**config.mk**
```make
export PLATFORM = sky130hd
export DESIGN_NAME = jidct_ctrl
export DESIGN_NICKNAME = d
export VERILOG_FILES = /design/src/sv/jidct_pkg.sv /design/src/sv/jidct_ctrl.sv
export SDC_FILE = /design/constraint.sdc
export NUM_CORES = 1
export LEC_CHECK = 0
export BUFFER_PORTS_ARGS = -buffer_cell sky130_fd_sc_hd__buf_2
export CAP_MARGIN = 40
export CORE_AREA = 3 3 73 61
export CTS_BUF_LIST = sky130_fd_sc_hd__clkbuf_8 sky130_fd_sc_hd__clkbuf_16
export DETAILED_ROUTE_END_ITERATION = 7
export DIE_AREA = 0 0 76 64
export SKIP_CTS_REPAIR_TIMING = 1
export SYNTH_ARGS = -nofsm -noshare
export SYNTH_HDL_FRONTEND = slang
export SYNTH_SLANG_ARGS = --single-unit
```
**constraint.sdc**
```tcl
create_clock -name clk_i -period 2.9 [get_ports clk_i]
set_input_delay 0.145 -clock clk_i [delete_from_list [all_inputs] [get_ports clk_i]]
set_output_delay 0.145 -clock clk_i [all_outputs]
set_load 0.03 [all_outputs]
```
**src/sv/jidct_pkg.sv**
```systemverilog
// shared constants, types and arithmetic helpers for the 8x8 inverse dct
package jidct_pkg;

  localparam int unsigned ConstBits = 13;
  localparam int unsigned Pass1Bits = 2;
  localparam int unsigned RowShift  = ConstBits - Pass1Bits;
  localparam int unsigned ColShift  = ConstBits + Pass1Bits + 3;
  localparam int unsigned DcShift   = Pass1Bits + 3;

  localparam logic [63:0] FixScale = 64'd1000000000;
  localparam logic [63:0] FixHalf  = 64'd500000000;

  // multiplier constants, rounded at ConstBits fraction bits
  localparam logic [31:0] Fix0298 = 32'(((64'd298631336 << ConstBits) + FixHalf) / FixScale);
  localparam logic [31:0] Fix0390 = 32'(((64'd390180644 << ConstBits) + FixHalf) / FixScale);
  localparam logic [31:0] Fix0541 = 32'(((64'd541196100 << ConstBits) + FixHalf) / FixScale);
  localparam logic [31:0] Fix0765 = 32'(((64'd765366865 << ConstBits) + FixHalf) / FixScale);
  localparam logic [31:0] Fix0899 = 32'(((64'd899976223 << ConstBits) + FixHalf) / FixScale);
  localparam logic [31:0] Fix1175 = 32'(((64'd1175875602 << ConstBits) + FixHalf) / FixScale);
  localparam logic [31:0] Fix1501 = 32'(((64'd1501321110 << ConstBits) + FixHalf) / FixScale);
  localparam logic [31:0] Fix1847 = 32'(((64'd1847759065 << ConstBits) + FixHalf) / FixScale);
  localparam logic [31:0] Fix1961 = 32'(((64'd1961570560 << ConstBits) + FixHalf) / FixScale);
  localparam logic [31:0] Fix2053 = 32'(((64'd2053119869 << ConstBits) + FixHalf) / FixScale);
  localparam logic [31:0] Fix2562 = 32'(((64'd2562915447 << ConstBits) + FixHalf) / FixScale);
  localparam logic [31:0] Fix3072 = 32'(((64'd3072711026 << ConstBits) + FixHalf) / FixScale);

  localparam logic [31:0] LevelShift = 32'd128;
  localparam logic [7:0]  PixelMax   = 8'd255;

  typedef struct packed {
    logic       coef_wr;   // store incoming coefficient
    logic [5:0] coef_addr;
    logic       fetch;     // read one element of the current line
    logic       col_pass;
    logic [2:0] line;
    logic [2:0] elem;
    logic       wr_en;     // write one result of the current line
    logic       px_rd;     // read one pixel for output
    logic [5:0] px_addr;
  } cmd_t;

  function automatic logic [31:0] descale(input logic [31:0] x, input int unsigned n);
    logic [31:0] s;
    s = x + (32'd1 << (n - 1));
    return 32'($signed(s) >>> n);
  endfunction

  function automatic logic [7:0] clamp_pixel(input logic [31:0] x);
    logic [7:0] r;
    if (x[31]) r = 8'd0;
    else if (x > 32'(PixelMax)) r = PixelMax;
    else r = x[7:0];
    return r;
  endfunction

endpackage

```
**src/sv/jidct_ctrl.sv**
```systemverilog
// sequencer for load, row pass, column pass and pixel output
module jidct_ctrl import jidct_pkg::*; (
  input  logic clk_i,
  input  logic rst_ni,
  input  logic in_valid_i,
  output logic in_stall_o,
  output logic out_valid_o,
  input  logic out_stall_i,
  output logic last_pixel_o,
  output cmd_t cmd_o
);

  localparam logic [2:0] S_LOAD  = 3'd0;
  localparam logic [2:0] S_FETCH = 3'd1;
  localparam logic [2:0] S_CALC  = 3'd2;
  localparam logic [2:0] S_WRITE = 3'd3;
  localparam logic [2:0] S_ORD   = 3'd4;
  localparam logic [2:0] S_OWAIT = 3'd5;

  localparam logic [2:0] CalcLast = 3'd5;  // pipeline depth after last fetch

  logic [2:0] state_q, state_d;
  logic [5:0] cnt_q, cnt_d;
  logic [2:0] line_q, line_d;
  logic [2:0] elem_q, elem_d;
  logic       pass_q, pass_d;
  logic       in_acc;

  assign in_stall_o   = (state_q != S_LOAD);
  assign in_acc       = in_valid_i && (state_q == S_LOAD);
  assign out_valid_o  = (state_q == S_OWAIT);
  assign last_pixel_o = (state_q == S_OWAIT) && (cnt_q == 6'd63);

  always_comb begin
    cmd_o           = '0;
    cmd_o.coef_wr   = in_acc;
    cmd_o.coef_addr = cnt_q;
    cmd_o.fetch     = (state_q == S_FETCH);
    cmd_o.col_pass  = pass_q;
    cmd_o.line      = line_q;
    cmd_o.elem      = elem_q;
    cmd_o.wr_en     = (state_q == S_WRITE);
    cmd_o.px_rd     = (state_q == S_ORD);
    cmd_o.px_addr   = cnt_q;
  end

  always_comb begin
    state_d = state_q;
    cnt_d   = cnt_q;
    line_d  = line_q;
    elem_d  = elem_q;
    pass_d  = pass_q;
    unique case (state_q)
      S_LOAD: begin
        if (in_acc) begin
          cnt_d = cnt_q + 6'd1;
          if (cnt_q == 6'd63) state_d = S_FETCH;
        end
      end
      S_FETCH: begin
        elem_d = elem_q + 3'd1;
        if (elem_q == 3'd7) state_d = S_CALC;
      end
      S_CALC: begin
        elem_d = elem_q + 3'd1;
        if (elem_q == CalcLast) begin
          elem_d  = 3'd0;
          state_d = S_WRITE;
        end
      end
      S_WRITE: begin
        elem_d = elem_q + 3'd1;
        if (elem_q == 3'd7) begin
          line_d = line_q + 3'd1;
          if (line_q != 3'd7) state_d = S_FETCH;
          else if (!pass_q) begin
            pass_d  = 1'b1;
            state_d = S_FETCH;
          end else begin
            pass_d  = 1'b0;
            state_d = S_ORD;
          end
        end
      end
      S_ORD: state_d = S_OWAIT;
      S_OWAIT: begin
        if (!out_stall_i) begin
          cnt_d   = cnt_q + 6'd1;
          state_d = (cnt_q == 6'd63) ? S_LOAD : S_ORD;
        end
      end
      default: state_d = S_LOAD;
    endcase
  end

  always_ff @(posedge clk_i or negedge rst_ni) begin
    if (!rst_ni) begin
      state_q <= S_LOAD;
      cnt_q   <= '0;
      line_q  <= '0;
      elem_q  <= '0;
      pass_q  <= 1'b0;
    end else begin
      state_q <= state_d;
      cnt_q   <= cnt_d;
      line_q  <= line_d;
      elem_q  <= elem_d;
      pass_q  <= pass_d;
    end
  end

  a_no_overlap: assert property (@(posedge clk_i) disable iff (!rst_ni)
    out_valid_o |-> in_stall_o)
    else $error("output offered while input open");

  a_load_clean: assert property (@(posedge clk_i) disable iff (!rst_ni)
    (state_q == S_LOAD) |-> (elem_q == 3'd0 && line_q == 3'd0 && !pass_q))
    else $error("sequencer counters not cleared on load");

  a_to_output: assert property (@(posedge clk_i) disable iff (!rst_ni)
    (state_q == S_WRITE && elem_q == 3'd7 && line_q == 3'd7 && pass_q)
    |=> (state_q == S_ORD && cnt_q == 6'd0))
    else $error("column pass end did not start output");

  a_out_hold: assert property (@(posedge clk_i) disable iff (!rst_ni)
    (out_valid_o && out_stall_i) |=> ($stable(cnt_q) && out_valid_o))
    else $error("output index moved while stalled");

endmodule

```
==> implementation parameters, run 1 <==
Parameter                              Value

Critical path
  Critical Setup Path Class ... reg2reg
  FF-to-FF setup slack ... 1.04 ns
  Register-to-Register Path Depth ... 6
  Highest net fanout along the worst path ... 5
  Endpoint of the worst register-to-register path ... state_q[0]$_DFFE_PN0P_
  Critical Path Sink Type ... flip-flop
  Worst endpoint data arrival time ... 1.98 ns
  Required time at the endpoint of the critical path ... 3.02 ns
  Destination of the critical timing path ... state_q[0]$_DFFE_PN0P_
  Startpoint of the most critical register-to-register path ... elem_q[0]$_DFFE_PN0P_
  Startpoint types ... flip-flop
  Crit path from ... elem_q[0]$_DFFE_PN0P_

Placed design
  Pre-CTS setup slack ... 1.06 ns
  Routability Congestion ... 0.878
  DP HPWL ... 1580 um
  IO Port Bufs ... 29
  Placed instance count ... 164

Yosys
  Leading post-synthesis cells by instance count ... dfrtp_1, buf_4, o21ai_0
  Leading post-synthesis cells by cell area ... dfrtp_1, ha_1, buf_4, xnor2_1, o21ai_0
  Share of the synthesized area in the top cell type ... 0.425
  Count of flip-flops with a built-in enable after synthesis ... 0
  Sequential cell area fraction in the yosys report ... 0.425
  Syn Area/Cell ... 10.4 um2
  Post-Syn Area ... 942 um2
  Number of warnings issued by yosys ... 0
  Count of distinct cell types in the synthesized netlist ... 32
  Library cell with the highest instance count after synthesis ... dfrtp_1
  Async S/R FF share, synth ... 1.00
  Most frequently used flop master after synthesis ... dfrtp_1
  Cell type with the largest total area after synthesis ... dfrtp_1
  Number of register bits inferred by synthesis ... 16
  Net count after synthesis ... 101
  Post-synthesis cell count ... 91

Floorplan
  Overall die width ... 76 um
  Placeable Area ... 0.00378 mm2
  Effective utilization at floorplan ... 0.249
  Total die area ... 0.00486 mm2
  Height of the chip ... 64 um
  Number of ports placed on the die boundary ... 30
  Site row count ... 20

Clocking
  TritonCTS Sinks ... 16
  Clk_lat worst skew ... 0.25 ns
  Register clock-pin slew on the reported worst setup and hold paths ... 0.07 ns
  Clock tree from TritonCTS ... done
  CTS buffer count ... 3
  CTS HTree Levels ... 1
  Maximum clock path buffer count ... 2
  CTS Root Buffer Type ... clkbuf_8

Layout
  Filler Cells Inserted ... 385
  Fraction of layout instances using a drive strength above 1 ... 0.368
  Number of cells in the finished layout apart from fillers ... 169
  ANT cells ... 0
  Layout overhead on the synthesized area ... 21.6%
  Nets@finish ... 125

Global routing
  Number of global-route vias before repair ... 776
  First-pass GRT wire length ... 3590 um
  Maximum number of pins on one net before global-route repair ... 17
  Antenna violations before repair ... 0
  Total routing usage reported by global routing ... 0.0931
  Remaining global-route overflow ... 0

Power and ir drop
  Power density relative to cell area ... 1140 mW/mm2
  Leakage power ... 0.578 nW
  Peak supply drop ... 0.371 mV

Timing
  Hold slack final ... 0.239 ns
  Timing-limited maximum frequency ... 537 MHz
  Total count of hold-check failures in the final report ... 0
  Final Worst Setup Slack ... 1.04 ns
  Worst-case headroom to the max-slew limit ... 0.698
  Final worst-path cycle share ... 0.642
  Minimum period implied by the final worst setup slack ... 1.86 ns
  Setup violations, final ... 0
  Setup clock skew after layout ... 0.00465 ns
  Post-Route Setup TNS ... 0 ns
  Pin slew with the least headroom to its limit ... 0.452 ns
  Unrepaired setup endpoints after global routing ... false
  Final max-slew violation count ... 0

Detailed routing
  Number of vias in the routed layout ... 745
  Remaining antenna violation count after routing ... 0
  Detailed Route Iter0 Violations ... 34
  Initial DRT Pass Iterations ... 4
  Drt wl/cell ... 12.1 um
  Residual DRC count ... 0
  Detailed Route WL ... 2040 um
  Vias per cell ... 4.41

Worst hold path
  Min-Delay Path Class ... in2reg

Run status
  Result of the run ... finished, final reports clean

Run
  Max-cap violations ... 0
[logic make-up after synthesis]
logic type,after synthesis,share of synthesized area
flops,16,0.425
mux,3,0.0359
compound gates,16,0.118
xor+xnor,8,0.0744
simple gates,28,0.175
fa+ha+maj,6,0.0797
buf+inv,14,0.0916
[where the power goes]
part | total, mW | leakage [nW] | internal (mW) | switching [mW]
sequential | 0.429 | 0.204 | 0.302 | 0.127
clock | 0.198 | 0.0288 | 0.120 | 0.0771
combinational | 0.686 | 0.345 | 0.237 | 0.448
total | 1.31 | 0.578 | 0.659 | 0.652
[per-layer routing]
layer / wire length (um) / vias up / track usage / part of all wire
met5: 0 / - / 0 / 0
met4: 28 / 0 / 0.0475 / 0.014
met3: 124 / 2 / 0.0296 / 0.061
met2: 919 / 29 / 0.144 / 0.45
met1: 966 / 355 / 0.117 / 0.47
li1: - / 359 / - / -
[cells in the final DEF, fill, tap and decap left out, types with 2 or more instances in the layout]
cell / count
buf_2: 29
dfrtp_1: 16
o21ai_0: 8
and3_1: 6
nand2_1: 6
xnor2_1: 6
ha_1: 6
clkbuf_8: 4
mux2_2: 3
nor3b_1: 2
inv_1: 2
nor2_1: 2
xor2_1: 2
a31oi_1: 2
nand3_1: 2
[how the worst min path moves through the flow]
stage,cells past startpoint,start,to
finish,3,out_stall_i,state_q[2]$_DFFE_PN0P_
detailed placement,1,rst_ni,elem_q[2]$_DFFE_PN0P_
floorplan,0,rst_ni,cnt_q[0]$_DFFE_PN0P_
global placement,1,rst_ni,elem_q[0]$_DFFE_PN0P_
global route,3,out_stall_i,state_q[2]$_DFFE_PN0P_
CTS,1,rst_ni,elem_q[2]$_DFFE_PN0P_
[through the flow]
stage	cell area, um2	util	power, mW
after floorplan	942	-	0.979
after global routing	1150	0.303	1.42
final	1150	0.303	1.31
after detailed placement	1080	0.286	1.12
after CTS	1140	0.301	1.32
after global placement	1080	0.286	1.09
[worst max-delay path: stages (launching register included)]
cell      delay [ns]
dfrtp_1         0.42
ha_1            0.22
ha_1            0.23
or3b_2          0.44
o311ai_0        0.12
or2_2           0.19
o21ai_0         0.09
[flip-flops by register name (all words and copies together), names as in the netlist]
signal	count
state_q	3
elem_q	3
cnt_q	6
pass_q	1
line_q	3
[final cells by class]
class                   instances  area, um2  area share
multi-input cells              61        455       0.397
flip-flops and latches         16        400       0.349
inverters                       3       11.3     0.00983
clock buffers                   4       55.1      0.0480
well taps                      55       68.8      0.0600
repair buffers                 30        155       0.135
Note: power is estimated with default switching activity, not from simulation.
==> run 2: changes to the inputs <==
==> constraint.sdc (replaced) <==
create_clock -name clk_i -period 1.9 [get_ports clk_i]
set_input_delay 0.095 -clock clk_i [delete_from_list [all_inputs] [get_ports clk_i]]
set_output_delay 0.095 -clock clk_i [all_outputs]
set_load 0.03 [all_outputs]
==> implementation parameters, run 2 (synthesis results as in run 1) <==
Parameter                              Value

Floorplan
  Overall die width ... 76 um (unchanged)
  Effective utilization at floorplan ... 0.249 (unchanged)
  Number of ports placed on the die boundary ... 30 (unchanged)
  Site row count ... 20 (unchanged)
  Total die area ... 0.00486 mm2 (unchanged)
  Height of the chip ... 64 um (unchanged)
  Placeable Area ... 0.00378 mm2 (unchanged)

Critical path
  Standard cell with the maximum stage delay on the critical path ... or3b_2
  Worst endpoint data arrival time ... 1.91 ns (-0.07 ns)
  Endpoint of the worst register-to-register path ... state_q[0]$_DFFE_PN0P_
  Crit path from ... elem_q[0]$_DFFE_PN0P_
  Crit path max-delay family ... simple AND/OR/NAND/NOR gates
  FF-to-FF setup slack ... 0.12 ns (-0.92 ns)
  Startpoint types ... flip-flop
  List of cells traversed by the critical path ... ha_1 -> ha_2 -> or3b_2 -> o311ai_1 -> or2_4 -> o21ai_0
  Required time at the endpoint of the critical path ... 2.03 ns (-0.99 ns)
  Highest net fanout along the worst path ... 5 (unchanged)
  WP depth ... 6 (unchanged)
  Destination of the critical timing path ... state_q[0]$_DFFE_PN0P_
  Register-to-Register Path Depth ... 6 (unchanged)
  Startpoint of the most critical register-to-register path ... elem_q[0]$_DFFE_PN0P_
  CP Buf/Inv Count ... 0 (unchanged)
  Crit-path max cell delay ... 0.44 ns (about the same)
  Critical Setup Path Class ... reg2reg
  Critical Path Sink Type ... flip-flop

Clocking
  Clk_lat worst skew ... 0.25 ns (about the same)
  CTS HTree Levels ... 1 (unchanged)
  Clock tree from TritonCTS ... done
  Maximum clock path buffer count ... 2 (unchanged)
  Register clock-pin slew on the reported worst setup and hold paths ... 0.06 ns (about the same)
  TritonCTS Sinks ... 16 (unchanged)
  CTS buffer count ... 3 (unchanged)
  CTS Root Buffer Type ... clkbuf_8

Timing
  Worst-case headroom to the max-slew limit ... 0.732 (+0.0333)
  Final worst-path cycle share ... 0.936 (+0.294)
  Unrepaired setup endpoints after global routing ... false
  Post-Route Setup TNS ... 0 ns (unchanged)
  Setup violations, final ... 0 (unchanged)
  Pin slew with the least headroom to its limit ... 0.402 ns (-0.0500 ns)
  Setup clock skew after layout ... 0.000890 ns (-0.00376 ns)
  Final max-slew violation count ... 0 (unchanged)
  Minimum period implied by the final worst setup slack ... 1.78 ns (-0.0836 ns)
  Timing-limited maximum frequency ... 562 MHz (+4.7%)
  Total count of hold-check failures in the final report ... 0 (unchanged)

Global routing
  First-pass GRT wire length ... 3390 um (-5.6%)
  Antenna violations before repair ... 0 (unchanged)
  Remaining global-route overflow ... 0 (unchanged)
  Total routing usage reported by global routing ... 0.0879 (-0.00529)
  Number of global-route vias before repair ... 704 (-9.3%)
  Maximum number of pins on one net before global-route repair ... 17 (unchanged)

Power and ir drop
  Leakage power ... 0.589 nW (+1.8%)
  Peak supply drop ... 0.785 mV (+110%)
  Final Power ... 2.03 mW (+55%)
  Part of the total power dissipated in combinational logic ... 0.556 (+0.033)
  Internal ... 1.05 mW (+59%)
  Switching share of total power ... 0.485 (-0.0120)
  Power density relative to cell area ... 1740 mW/mm2 (+52%)
  Switching power total ... 0.987 mW (+51%)
  Share of power burned in registers ... 0.296 (-0.031)
  Clock share of power ... 0.148 (-0.003)

Layout
  Most frequent cells in the layout ... buf_2, dfrtp_1, o21ai_0
  Number of cells in the finished layout apart from fillers ... 171 (+1.2%)
  Area used by sequential logic in the layout ... 400 um2 (unchanged)
  Number of flip-flops under the largest register name ... 6 (unchanged)
  Register with the highest flop count ... cnt_q
  ANT cells ... 0 (unchanged)
  Final Core Density ... 0.310 (+0.00662)
  Most common cell after layout, fill and taps aside ... buf_2
  Fraction of layout instances using a drive strength above 1 ... 0.397 (+0.0281)
  Filler Cells Inserted ... 391 (+1.6%)
  Layout overhead on the synthesized area ... 24.3%
  Nets@finish ... 127 (+1.6%)
  Area used by multi-input combinational logic ... 465 um2 (+2.2%)

Worst hold path
  Hold Crit Depth ... 3 (unchanged)
  Hold_sp ... out_stall_i
  Min-Delay Path Class ... in2reg

Detailed routing
  Remaining antenna violation count after routing ... 0 (unchanged)
  Detailed Route WL ... 1990 um (-2.6%)
  Drt wl/cell ... 11.6 um (-3.8%)
  Vias per cell ... 4.22 (-4.2%)
  Residual DRC count ... 0 (unchanged)
  Detailed Route Iter0 Violations ... 52 (+53%)
  Initial DRT Pass Iterations ... 4 (unchanged)
  Number of vias in the routed layout ... 722 (-3.1%)

Placed design
  Placed instance count ... 166 (+1.2%)
  Routability Congestion ... 0.822 (-6.5%)
  IO Port Bufs ... 29 (unchanged)

Run status
  Result of the run ... finished, final reports clean

Run
  Max-cap violations ... 0 (unchanged)
==> run 2: cell types whose count changed in the layout (fill, tap and decap cells not counted) <==
cell and delta:
buf_4 +2, ha_1 -1, ha_2 +1, nor3b_1 -1, nor3b_2 +1, o311ai_0 -1, o311ai_1 +1, or2_2 -1
or2_4 +1
==> run 2: worst reg2reg max path, delay by kind of cell, from the launching register on <==
| kind | cells | cell delay, ns |
|---|---|---|
| AO/OA/AOI/OAI | 2 | 0.18 |
| AND/OR/NAND/NOR | 2 | 0.63 |
| flip-flops | 1 | 0.41 |
| adder cells (fa/ha/maj) | 2 | 0.42 |
==> run 2: worst min path at each step <==
stage | end
finish | state_q[2]$_DFFE_PN0P_
global route | state_q[2]$_DFFE_PN0P_
CTS | elem_q[0]$_DFFE_PN0P_
detailed placement | elem_q[0]$_DFFE_PN0P_
global placement | elem_q[0]$_DFFE_PN0P_
floorplan | cnt_q[0]$_DFFE_PN0P_
==> run 2: power groups by stage <==
| stage | clock network [mW] | registers, mW | logic (mW) |
|---|---|---|---|
| final | 0.301 | 0.602 | 1.13 |
| after floorplan | 0 | 0.770 | 0.726 |
| after detailed placement | 0 | 0.615 | 1.12 |
| after global routing | 0.325 | 0.632 | 1.24 |
| after CTS | 0.309 | 0.609 | 1.13 |
| after global placement | 0 | 0.602 | 1.10 |
==> run 2: routing by layer <==
layer | global-route usage | part of all wire
met1 | 0.103 | 0.44
met2 | 0.154 | 0.51
met3 | 0.0282 | 0.043
met4 | 0.0271 | 0.0081
met5 | 0 | 0
==> run 2: layout make-up <==
| type | instances | share of cell area |
|---|---|---|
| Multi-Input combinational cell | 61 | 0.397 |
| Inverter | 3 | 0.00962 |
| Tap cell | 55 | 0.0588 |
| Clock buffer | 4 | 0.0470 |
| Sequential cell | 16 | 0.342 |
| Timing Repair Buffer | 32 | 0.145 |
==> run 2: metrics by stage <==
step	hold WS, ns	cell area, um2	setup WS [ns]
after floorplan	-0.201	947	0.0384
after global placement	0.0309	1100	0.142
after detailed placement	0.0358	1100	0.0852
after CTS	-0.242	1160	0.0717
after global routing	0.222	1170	0.0393
final	0.183	1170	0.122
==> run 3: changes to the inputs <==
==> constraint.sdc (replaced) <==
create_clock -name clk_i -period 1.9 [get_ports clk_i]
set_input_delay 0.38 -clock clk_i [delete_from_list [all_inputs] [get_ports clk_i]]
set_output_delay 0.38 -clock clk_i [all_outputs]
set_load 0.03 [all_outputs]
==> implementation parameters, run 3 (synthesis results as in run 1) <==
Parameter                              Value

Critical path
  Crit-path max cell delay ... 0.42 ns (-0.02 ns)
  Standard cell with the maximum stage delay on the critical path ... dfrtp_2
  Required time at the endpoint of the critical path ... 1.52 ns (-0.51 ns)
  List of cells traversed by the critical path ... ha_1 -> and3_4 -> and3_1 -> buf_2
  CP Buf/Inv Count ... 1 (+1)
  Highest net fanout along the worst path ... 4 (-1)
  Critical Setup Path Class ... reg2out
  Worst endpoint data arrival time ... 1.45 ns (-0.46 ns)
  Startpoint types ... flip-flop
  Critical Path Sink Type ... primary output
  Crit path max-delay family ... flip-flops
  Crit path from ... cnt_q[0]$_DFFE_PN0P_
  Startpoint of the most critical register-to-register path ... elem_q[0]$_DFFE_PN0P_

Detailed routing
  Remaining antenna violation count after routing ... 0 (unchanged)
  Vias per cell ... 4.26 (+0.90%)
  Residual DRC count ... 0 (unchanged)
  Initial DRT Pass Iterations ... 4 (unchanged)
  Detailed Route Iter0 Violations ... 35 (-33%)
  Number of vias in the routed layout ... 737 (+2.1%)
  Detailed Route WL ... 2040 um (+3.0%)
  Drt wl/cell ... 11.8 um (+1.8%)

Timing
  Pin slew with the least headroom to its limit ... 0.480 ns (+0.0782 ns)
  Minimum period implied by the final worst setup slack ... 1.83 ns (+0.0476 ns)
  Timing-limited maximum frequency ... 548 MHz (-2.6%)
  Setup violations, final ... 0 (unchanged)
  Setup clock skew after layout ... 0.00781 ns (+0.00692 ns)
  Hold slack final ... 0.0203 ns (-0.163 ns)
  Final Worst Setup Slack ... 0.0743 ns (-0.0476 ns)
  Final max-slew violation count ... 0 (unchanged)
  Final worst-path cycle share ... 0.961 (+0.0251)
  Worst-case headroom to the max-slew limit ... 0.680 (-0.0521)
  Total count of hold-check failures in the final report ... 0 (unchanged)

Clocking
  CTS Root Buffer Type ... clkbuf_8
  TritonCTS Sinks ... 16 (unchanged)
  CTS HTree Levels ... 1 (unchanged)
  Clock tree from TritonCTS ... done
  CTS buffer count ... 3 (unchanged)
  Clk_lat worst skew ... 0.26 ns (about the same)
  Maximum clock path buffer count ... 2 (unchanged)
  Register clock-pin slew on the reported worst setup and hold paths ... 0.07 ns (about the same)

Placed design
  Pre-CTS setup slack ... 0.0859 ns (+0.000660 ns)
  Placed cell areas ... 0.00109 mm2 (-0.68%)
  IO Port Bufs ... 29 (unchanged)
  Routability Congestion ... 0.789 (-4.0%)

Layout
  Register with the highest flop count ... cnt_q
  Layout overhead on the synthesized area ... 26.2%
  Nets@finish ... 129 (+1.6%)
  Number of flip-flops under the largest register name ... 6 (unchanged)
  ANT cells ... 0 (unchanged)
  Cell area after layout ... 0.00119 mm2 (+1.5%)
  Filler Cells Inserted ... 395 (+1.0%)
  Area used by sequential logic in the layout ... 403 um2 (+0.62%)
  Fraction of layout instances using a drive strength above 1 ... 0.432 (+0.0357)
  Area used by multi-input combinational logic ... 468 um2 (+0.54%)
  Most frequent cells in the layout ... buf_2, dfrtp_1, o21ai_0
  Most common cell after layout, fill and taps aside ... buf_2

Global routing
  Maximum number of pins on one net before global-route repair ... 17 (unchanged)
  Antenna violations before repair ... 0 (unchanged)
  Number of global-route vias before repair ... 714 (+1.4%)
  Remaining global-route overflow ... 0 (unchanged)
  First-pass GRT wire length ... 3520 um (+3.7%)
  Total routing usage reported by global routing ... 0.0904 (+0.00253)

Floorplan
  Effective utilization at floorplan ... 0.249 (unchanged)
  Overall die width ... 76 um (unchanged)
  Placeable Area ... 0.00378 mm2 (unchanged)
  Number of ports placed on the die boundary ... 30 (unchanged)
  Site row count ... 20 (unchanged)
  Height of the chip ... 64 um (unchanged)
  Total die area ... 0.00486 mm2 (unchanged)

Worst hold path
  Min-Delay Path Class ... in2async

Power and ir drop
  Peak supply drop ... 0.905 mV (+15%)
  Leakage power ... 0.596 nW (+1.3%)
  Power density relative to cell area ... 1770 mW/mm2 (+1.9%)

Run
  Max-cap violations ... 0 (unchanged)

Run status
  Result of the run ... finished, final reports clean
## run 3: final cells by class
cell class,count,area share
Clock buffer,4,0.0463
Inverter,3,0.00947
Multi-Input combinational cell,61,0.394
Sequential cell,16,0.339
Tap cell,55,0.0579
Timing Repair Buffer,34,0.154
## run 3: worst reg2reg max path: stages (launching register included)
cell and delay (ns):
dfrtp_1 0.41, ha_1 0.21, ha_1 0.23, or3b_2 0.45
o311ai_1 0.11, or2_4 0.18, o21ai_0 0.08
## run 3: per-layer routing
layer / up-vias / GRT usage / share of wire
met3: 3 / 0.0225 / 0.031
met4: 0 / 0.0407 / 0.014
met2: 13 / 0.154 / 0.49
li1: 363 / - / -
met5: - / 0 / 0
met1: 358 / 0.109 / 0.47
## run 3: power by group
group / switching, mW / internal [mW]
clock network: 0.124 / 0.184
registers: 0.148 / 0.463
logic: 0.741 / 0.442
## run 3: per-stage QoR
stage                     setup TNS, ns  total power, mW   util  std cells
after floorplan                       0             1.50      -         91
after global placement                0             1.69  0.289        165
after detailed placement              0             1.73  0.289        165
after CTS                       -0.0109             2.05  0.304        169
after global routing          -0.000455             2.26  0.315        173
final                                 0             2.10  0.315        173
## run 3: final timing paths
check	endpoint	slack (ns)	cells after the start
max	last_pixel_o	0.07	4
min	elem_q[0]$_DFFE_PN0P_	0.02	1
max reg2reg	state_q[2]$_DFFE_PN0P_	0.10	6
min reg2reg	line_q[0]$_DFFE_PN0P_	0.50	1
max in group asynchronous	cnt_q[0]$_DFFE_PN0P_	1.59	1
min in group clk_i	state_q[2]$_DFFE_PN0P_	0.47	3
